## config.mk

```make
export PLATFORM = sky130hd
export DESIGN_NAME = eer_ctrl
export DESIGN_NICKNAME = d
export VERILOG_FILES = /design/src/rtl/epipolar_error_rms_macros.svh /design/src/rtl/eer_pkg.sv /design/src/rtl/eer_ctrl.sv
export SDC_FILE = /design/constraint.sdc
export NUM_CORES = 1
export LEC_CHECK = 0
export BUFFER_PORTS_ARGS = -buffer_cell sky130_fd_sc_hd__clkbuf_2
export CORE_UTILIZATION = 50
export CTS_CLUSTER_SIZE = 25
export DETAILED_ROUTE_END_ITERATION = 7
export GPL_ROUTABILITY_DRIVEN = 0
export PLACE_DENSITY_LB_ADDON = 0.2
export SETUP_SLACK_MARGIN = 0.2
export SLEW_MARGIN = 10
export SYNTH_ARGS = -nofsm -noshare
export SYNTH_HDL_FRONTEND = slang
export SYNTH_SLANG_ARGS = --single-unit
```

## constraint.sdc

```tcl
create_clock -name clk -period 2 [get_ports clk]
set_clock_uncertainty 0.1 [all_clocks]
set_input_delay 0.4 -clock clk [delete_from_list [all_inputs] [get_ports clk]]
set_output_delay 0.4 -clock clk [all_outputs]
set_load 0.01 [all_outputs]
```

## src/rtl/epipolar_error_rms_macros.svh

```systemverilog
// ----------------------------------------------------------------------------
// Epipolar error RMS assertion macros
// Concurrent assertion shorthands on clk with synchronous reset rst.
// ----------------------------------------------------------------------------
`ifndef EPIPOLAR_ERROR_RMS_MACROS_SVH
`define EPIPOLAR_ERROR_RMS_MACROS_SVH

// same-cycle implication
`define EER_ASSERT_NOW(name, ante, cons) \
  name: assert property (@(posedge clk) disable iff (rst) (ante) |-> (cons)) \
    else $error("eer assertion failed");

// next-cycle implication
`define EER_ASSERT_NEXT(name, ante, cons) \
  name: assert property (@(posedge clk) disable iff (rst) (ante) |=> (cons)) \
    else $error("eer assertion failed");

`endif

```

## src/rtl/eer_pkg.sv

```systemverilog
// ----------------------------------------------------------------------------
// eer_pkg
// Types, codes and helpers shared by the epipolar error RMS block.
// ----------------------------------------------------------------------------
`default_nettype none

package eer_pkg;

  localparam int EL_W  = 21;
  localparam int E_W   = 25;
  localparam int CFG_W = 63;
  localparam int PIX_W = 16;

  localparam logic signed [31:0] ONE_Q20 = 32'sd1048576;

  localparam logic [3:0] CFG_ROT0  = 4'd0;
  localparam logic [3:0] CFG_ROT1  = 4'd1;
  localparam logic [3:0] CFG_ROT2  = 4'd2;
  localparam logic [3:0] CFG_TRANS = 4'd3;
  localparam logic [3:0] CFG_FX    = 4'd4;
  localparam logic [3:0] CFG_FY    = 4'd5;
  localparam logic [3:0] CFG_CX    = 4'd6;
  localparam logic [3:0] CFG_CY    = 4'd7;

  typedef enum logic [3:0] {
    ST_IDLE, ST_NORM, ST_NWAIT, ST_EMAT, ST_WVEC, ST_DRES, ST_DGAP,
    ST_SQR, ST_SUM, ST_MEAN, ST_MWAIT, ST_RWAIT, ST_OUT
  } state_t;

  typedef enum logic [1:0] {MK_E, MK_W, MK_D, MK_SQ} mkind_t;

  typedef struct packed {
    logic       capture;
    logic       div_start;
    logic       div_mean;
    logic       norm_store;
    logic [1:0] nsel;
    logic       sqrt_start;
    logic       mul_en;
    mkind_t     kind;
    logic [1:0] ri;
    logic [1:0] rj;
    logic [1:0] rt;
    logic       first;
    logic       last;
    logic       load_out;
  } cmd_t;

  typedef struct packed {
    logic div_done;
    logic sqrt_done;
    logic set_end;
    logic out_busy;
  } stat_t;

  typedef struct packed {
    logic [1:0] tsel;
    logic [1:0] row;
    logic       sub;
  } eterm_t;

  function automatic logic signed [31:0] sat32(logic signed [63:0] v);
    logic signed [31:0] r;
    if (v > 64'sd2147483647) r = 32'sh7FFFFFFF;
    else if (v < -64'sd2147483648) r = 32'sh80000000;
    else r = v[31:0];
    return r;
  endfunction

  function automatic logic signed [EL_W-1:0] el21(logic [CFG_W-1:0] pk, logic [1:0] j);
    logic signed [EL_W-1:0] r;
    case (j)
      2'd0:    r = pk[20:0];
      2'd1:    r = pk[41:21];
      default: r = pk[62:42];
    endcase
    return r;
  endfunction

  // skew(t) times R, two nonzero terms per row
  function automatic eterm_t e_term(logic [1:0] i, logic [1:0] t);
    eterm_t r;
    unique case ({i, t[0]})
      3'b000:  r = '{tsel: 2'd2, row: 2'd1, sub: 1'b1};
      3'b001:  r = '{tsel: 2'd1, row: 2'd2, sub: 1'b0};
      3'b010:  r = '{tsel: 2'd2, row: 2'd0, sub: 1'b0};
      3'b011:  r = '{tsel: 2'd0, row: 2'd2, sub: 1'b1};
      3'b100:  r = '{tsel: 2'd1, row: 2'd0, sub: 1'b1};
      3'b101:  r = '{tsel: 2'd0, row: 2'd1, sub: 1'b0};
      default: r = '{tsel: 2'd0, row: 2'd0, sub: 1'b0};
    endcase
    return r;
  endfunction

endpackage

`default_nettype wire

```

## src/rtl/eer_ctrl.sv

```systemverilog
// ----------------------------------------------------------------------------
// eer_ctrl
// Sequencer for normalization, matrix products, mean and root.
// ----------------------------------------------------------------------------
`default_nettype none

module eer_ctrl (
  input  wire logic            clk,
  input  wire logic            rst,
  input  wire logic            in_valid,
  output logic                 in_ready,
  input  wire eer_pkg::stat_t  stat,
  output eer_pkg::cmd_t        cmd
);

  eer_pkg::state_t state, state_next;
  logic [1:0] ci, cj, ct;

  always_ff @(posedge clk) begin
    if (rst) state <= eer_pkg::ST_IDLE;
    else state <= state_next;
  end

  always_comb begin
    state_next = state;
    unique case (state)
      eer_pkg::ST_IDLE:  if (in_valid) state_next = eer_pkg::ST_NORM;
      eer_pkg::ST_NORM:  state_next = eer_pkg::ST_NWAIT;
      eer_pkg::ST_NWAIT: begin
        if (stat.div_done) state_next = (ci == 2'd3) ? eer_pkg::ST_EMAT : eer_pkg::ST_NORM;
      end
      eer_pkg::ST_EMAT: begin
        if (ci == 2'd2 && cj == 2'd2 && ct == 2'd1) state_next = eer_pkg::ST_WVEC;
      end
      eer_pkg::ST_WVEC:  if (ci == 2'd2 && ct == 2'd2) state_next = eer_pkg::ST_DRES;
      eer_pkg::ST_DRES:  if (ct == 2'd2) state_next = eer_pkg::ST_DGAP;
      eer_pkg::ST_DGAP:  state_next = eer_pkg::ST_SQR;
      eer_pkg::ST_SQR:   state_next = eer_pkg::ST_SUM;
      eer_pkg::ST_SUM:   state_next = stat.set_end ? eer_pkg::ST_MEAN : eer_pkg::ST_OUT;
      eer_pkg::ST_MEAN:  state_next = eer_pkg::ST_MWAIT;
      eer_pkg::ST_MWAIT: if (stat.div_done) state_next = eer_pkg::ST_RWAIT;
      eer_pkg::ST_RWAIT: if (stat.sqrt_done) state_next = eer_pkg::ST_OUT;
      eer_pkg::ST_OUT:   if (!stat.out_busy) state_next = eer_pkg::ST_IDLE;
      default:           state_next = eer_pkg::ST_IDLE;
    endcase
  end

  always_ff @(posedge clk) begin
    if (rst) begin
      ci <= '0;
      cj <= '0;
      ct <= '0;
    end else begin
      unique case (state)
        eer_pkg::ST_IDLE: begin
          ci <= '0;
          cj <= '0;
          ct <= '0;
        end
        eer_pkg::ST_NWAIT: if (stat.div_done) ci <= ci + 1'b1;
        eer_pkg::ST_EMAT: begin
          if (ct == 2'd1) begin
            ct <= '0;
            if (cj == 2'd2) begin
              cj <= '0;
              ci <= (ci == 2'd2) ? 2'd0 : ci + 1'b1;
            end else begin
              cj <= cj + 1'b1;
            end
          end else begin
            ct <= ct + 1'b1;
          end
        end
        eer_pkg::ST_WVEC: begin
          if (ct == 2'd2) begin
            ct <= '0;
            ci <= (ci == 2'd2) ? 2'd0 : ci + 1'b1;
          end else begin
            ct <= ct + 1'b1;
          end
        end
        eer_pkg::ST_DRES: ct <= (ct == 2'd2) ? 2'd0 : ct + 1'b1;
        default: ;
      endcase
    end
  end

  always_comb begin
    cmd      = '0;
    cmd.kind = eer_pkg::MK_E;
    cmd.nsel = ci;
    cmd.ri   = ci;
    cmd.rj   = cj;
    cmd.rt   = ct;
    in_ready = 1'b0;
    unique case (state)
      eer_pkg::ST_IDLE: begin
        in_ready    = 1'b1;
        cmd.capture = in_valid;
      end
      eer_pkg::ST_NORM:  cmd.div_start  = 1'b1;
      eer_pkg::ST_NWAIT: cmd.norm_store = stat.div_done;
      eer_pkg::ST_EMAT: begin
        cmd.mul_en = 1'b1;
        cmd.first  = (ct == 2'd0);
        cmd.last   = (ct == 2'd1);
      end
      eer_pkg::ST_WVEC: begin
        cmd.mul_en = 1'b1;
        cmd.kind   = eer_pkg::MK_W;
        cmd.first  = (ct == 2'd0);
        cmd.last   = (ct == 2'd2);
      end
      eer_pkg::ST_DRES: begin
        cmd.mul_en = 1'b1;
        cmd.kind   = eer_pkg::MK_D;
        cmd.first  = (ct == 2'd0);
        cmd.last   = (ct == 2'd2);
      end
      eer_pkg::ST_SQR: begin
        cmd.mul_en = 1'b1;
        cmd.kind   = eer_pkg::MK_SQ;
        cmd.first  = 1'b1;
        cmd.last   = 1'b1;
      end
      eer_pkg::ST_MEAN: begin
        cmd.div_start = 1'b1;
        cmd.div_mean  = 1'b1;
      end
      eer_pkg::ST_MWAIT: cmd.sqrt_start = stat.div_done;
      eer_pkg::ST_OUT:   cmd.load_out   = !stat.out_busy;
      default: ;
    endcase
  end

endmodule

`default_nettype wire

```

Word level (Yosys, flattened, before mapping)
Cells that the tools add are included.
Widths: inputs -> output; s select.
Word-level totals
  flip-flop bits (word level): 10
  output and inout port bits: 20
  logic and storage cells: 83
Cells by class
  reduce and logical (&&, ||, !) cells: 15
  multiplexer cells: 33
  equal/unequal tests: 28
  add/subtract/negate cells: 3
Operators with widths (number)
  $pmux 4 s13: 1
  $mux 4: 8
  $ne 2x2->1 const B: 11
  $eq 4x4->1 const B: 5
  $mux 2: 10
  $pmux 2 s3: 3
  $eq 4x3->1 const B: 4
  $eq 2x2->1 const B: 4
  $eq 4x2->1 const B: 2
  $mux 1: 8
  $pmux 2 s4: 1
  $reduce_and 8->1: 1
  $add 2x1->2 const B: 3
  $reduce_and 5->1: 1
  $eq 4x1->1 const B: 1
  $logic_not 4->1: 1
  $pmux 2 s2: 1
  $reduce_bool 4->1: 1
  $reduce_or 2->1: 2
  $reduce_or 4->1: 1
  $logic_and 1x1->1: 3
  $mux 3: 1
  $reduce_bool 3->1: 1
  $eq 2x1->1 const B: 1
  other kinds (4): 4

Longest topological paths before layout
  depth in word-level cells: 5
  depth in mapped cells: 7

Least setup slack after synthesis
OpenSTA, ideal clock, no wires.
  kind: reg2out
  from: register state[0]
  to: output cmd[18] in the netlist's numbering
  required time: 1500 ps
  path buffers: 1
  cell stages (with the launch flop): 5
  arrival time: 1357 ps
  slack: 143 ps
  cells stage by stage: dfxtp_1 > buf_4 > or2_2 > nor3_1 > and2_1
RTL lines
  start, declared: RTL line eer_ctrl.sv:16  | eer_pkg::state_t state, state_next;
  start signal, assigned: RTL line eer_ctrl.sv:20  | if (rst) state <= eer_pkg::ST_IDLE;
  start signal, assigned: RTL line eer_ctrl.sv:21  | else state <= state_next;
  end, declared: RTL line eer_ctrl.sv:13  | output eer_pkg::cmd_t cmd

==> metrics.txt <==
DRT Wirelength=3530 µm; delay-heaviest family, CP=flip-flops; min-delay src=rst; Int Power=1.07 mW; Cells after Synth=131; vias in the first global route=1007; Die H=47.3 µm; layout cell share with drive strength beyond 1=54.0%; Hold Buf Count CTS=0; Synth Warn #=0; Clk network pwr share=9.9%; final HPWL from detailed placement=1870 µm; area of the multi-input gates=816 µm²; synthesized flop and latch total=10; Tot GR Track Use=28.4%; slowest stage delay, CP=380 ps; buffer and inverter count on the worst path=2; Critical Path RT=1500 ps; number of remaining DRC errors=0; clock root buffer=clkbuf_4; # port buffers=26; Post-Syn Area=1020 µm²; library cells used by synthesis=50; Startpoint Class=flip-flop; critical path peak fanout=4; Seq/Total Area, Yosys=19.5%; Inserted Diodes=0; xor and xnor area share after synthesis=0%; Synth area leader=dfxtp_1; FF/Latch Area=221 µm²; Synth Area in Adders=4.88%; Synth area leaders=dfxtp_1, a21oi_1, ha_1; Worst Setup Path Type=reg -> out; Simple-Gate Fraction of Synth Area=a little over a third; fin. max-slew vios=0; Pwr Total=a little under 2 mW; Detailed Routing Iterations Pass 1=4; fillcell total=139; switching share of power=a little under half; Flop pwr share=18.1%; Bufs on Longest Clock Path=2; status=complete, no violations; MaxCap Viol Count=0; switching pwr=0.913 mW; die area=2230 µm²; Hold/Removal Path Class=in -> reg; Avg WL per Cell=roughly 17 µm; nets@finish=between 150 and 200; syn nets=between 100 and 150; die width=47.3 µm; Max stage delay cell, worst path=dfxtp_4; Clock Sinks=10; FMAX=536 MHz; Hold Violations, Final=0; R2R Path Start=state[0]; Vias=1249; Synth top cells by count=a21oi_1, nor2_1, nand2_1, dfxtp_1, nor2b_1; CTS tree=built; largest net degree at the start of global routing=15; most common cell in the netlist=a21oi_1; Reg clk slew, reported paths=80 ps; CP endpoint kind=output port; Initial Utilization=52.8%; Post-synth ARST share=0%; main combinational cell family by area after synthesis=simple AND/OR/NAND/NOR gates; number of synthesized flops with an enable pin=0; Compound-Gate Fraction of Synth Area=between 20 and 30%; Fin Setup TNS=0 ps; worst setup path startpoint=state[0]; Final period util=93.3%; Detail Route Antenna Nets=0; share of the synthesized area in the top cell type=19.5%; Max rail drop VDD=0.826 mV; crit path DAT=1370 ps; I/O pin count=27; vias per inst=6.15; slew margin rel.=71.5%; drt initial violations=just over 80; Gate power share=72.0%; P per Cell Area=about 1300 nW/µm²; Rows=16; critical path cell sequence=buf_4, nand2_2, a21oi_2, a21oi_1, nor2_1, buf_2; RSZ-0062 raised after global routing=yes; Clk Latency, worst-skew pair=280 ps; Core ar.=1940 µm²; Top FF cell, synth=dfxtp_1; H-tree Lvls=1; Leak=0.660 nW; total CTS buffers=3; first-pass GRT wire length=4390 µm; Synth Area per Inst=7.82 µm²; mux cell area share after synthesis=3.05%; Final Critical Period=between 1500 and 2000 ps; final setup vio count=0; initial antenna violation count=0; Slew @ Worst Pin=around 420 ps; aggregate global routing overflow=0; Area Overhead vs Synth=44.3%
per-layer routing:
layer | part of all wire [%] | vias up | global-route usage, %
met1 | 39 | 584 | 34.9
li1 | - | 566 | -
met4 | 4.0 | 0 | 18.9
met3 | 7.8 | 22 | 8.08
met5 | 0 | - | 0
met2 | 49 | 77 | 42.7
timing repair:
item	in CTS	in global routing
resized for setup	15	26
pin swaps	4	6
hold endpoints to repair	0	0
setup buffers	13	6
setup endpoints to repair	15	16
flip-flops by register name, indices dropped and copies added (netlist names):
name   cells
ci         2
cj         2
ct         2
state      4
path summary, 6_finish.rpt:
kind / to / slack (ps) / depth (start not counted)
hold reg to reg: cj[0] / 460 / 2
hold / removal: state[1] / 380 / 2
setup reg to reg: ci[1] / 220 / 8
setup / recovery: cmd[1] / 130 / 6
power by group through the flow:
stage               combinational [mW]  clock (mW)  sequential (mW)
floorplan                        0.791           0            0.295
global placement                 0.934           0            0.353
detailed placement               0.956           0            0.357
CTS                               1.21       0.199            0.335
global route                      1.52       0.212            0.365
finish                            1.43       0.195            0.359
per-stage QoR:
step	cells	cell area (µm²)	setup WS (ps)	hold WS, ps	util, %
finish	203	1480	133	378	76.2
global route	203	1480	98.1	368	76.2
CTS	197	1350	176	356	69.7
detailed placement	180	1180	132	440	60.9
global placement	180	1180	190	433	60.9
floorplan	131	1030	224	453	-
cell usage in the layout (no fill, tap or decap), types with 3 or more instances in the layout:
| master | Yosys | routed |
|---|---|---|
| buf_2 | 3 | 5 |
| clkbuf_2 | 0 | 19 |
| ha_1 | 4 | 4 |
| and2_1 | 3 | 3 |
| nor2_1 | 13 | 12 |
| nor3_1 | 4 | 3 |
| nand2b_1 | 3 | 3 |
| nor2b_4 | 1 | 3 |
| dfxtp_1 | 10 | 3 |
| nand2_1 | 11 | 10 |
| a21oi_1 | 14 | 11 |
| clkbuf_4 | 0 | 3 |
| nor2b_1 | 5 | 3 |
| a21oi_2 | 1 | 4 |
| dfxtp_4 | 0 | 5 |
| o21ai_0 | 3 | 3 |
| buf_6 | 1 | 4 |
| buf_4 | 4 | 25 |
| a21o_1 | 3 | 3 |
cells by family after synthesis:
kind of cell / count (synthesis)
flip-flops: 10
AO/OA/AOI/OAI: 38
adder cells (fa/ha/maj): 4
buffers and inverters: 16
AND/OR/NAND/NOR: 60
multiplexers: 3
cell type report:
type	instances	area share (%)
Sequential cell	10	15.0
Tap cell	27	2.28
Clock buffer	4	2.45
Timing Repair Buffer	53	23.9
Inverter	4	1.27
Multi-Input combinational cell	105	55.2
No activity file was read; power rests on OpenSTA's default activity.
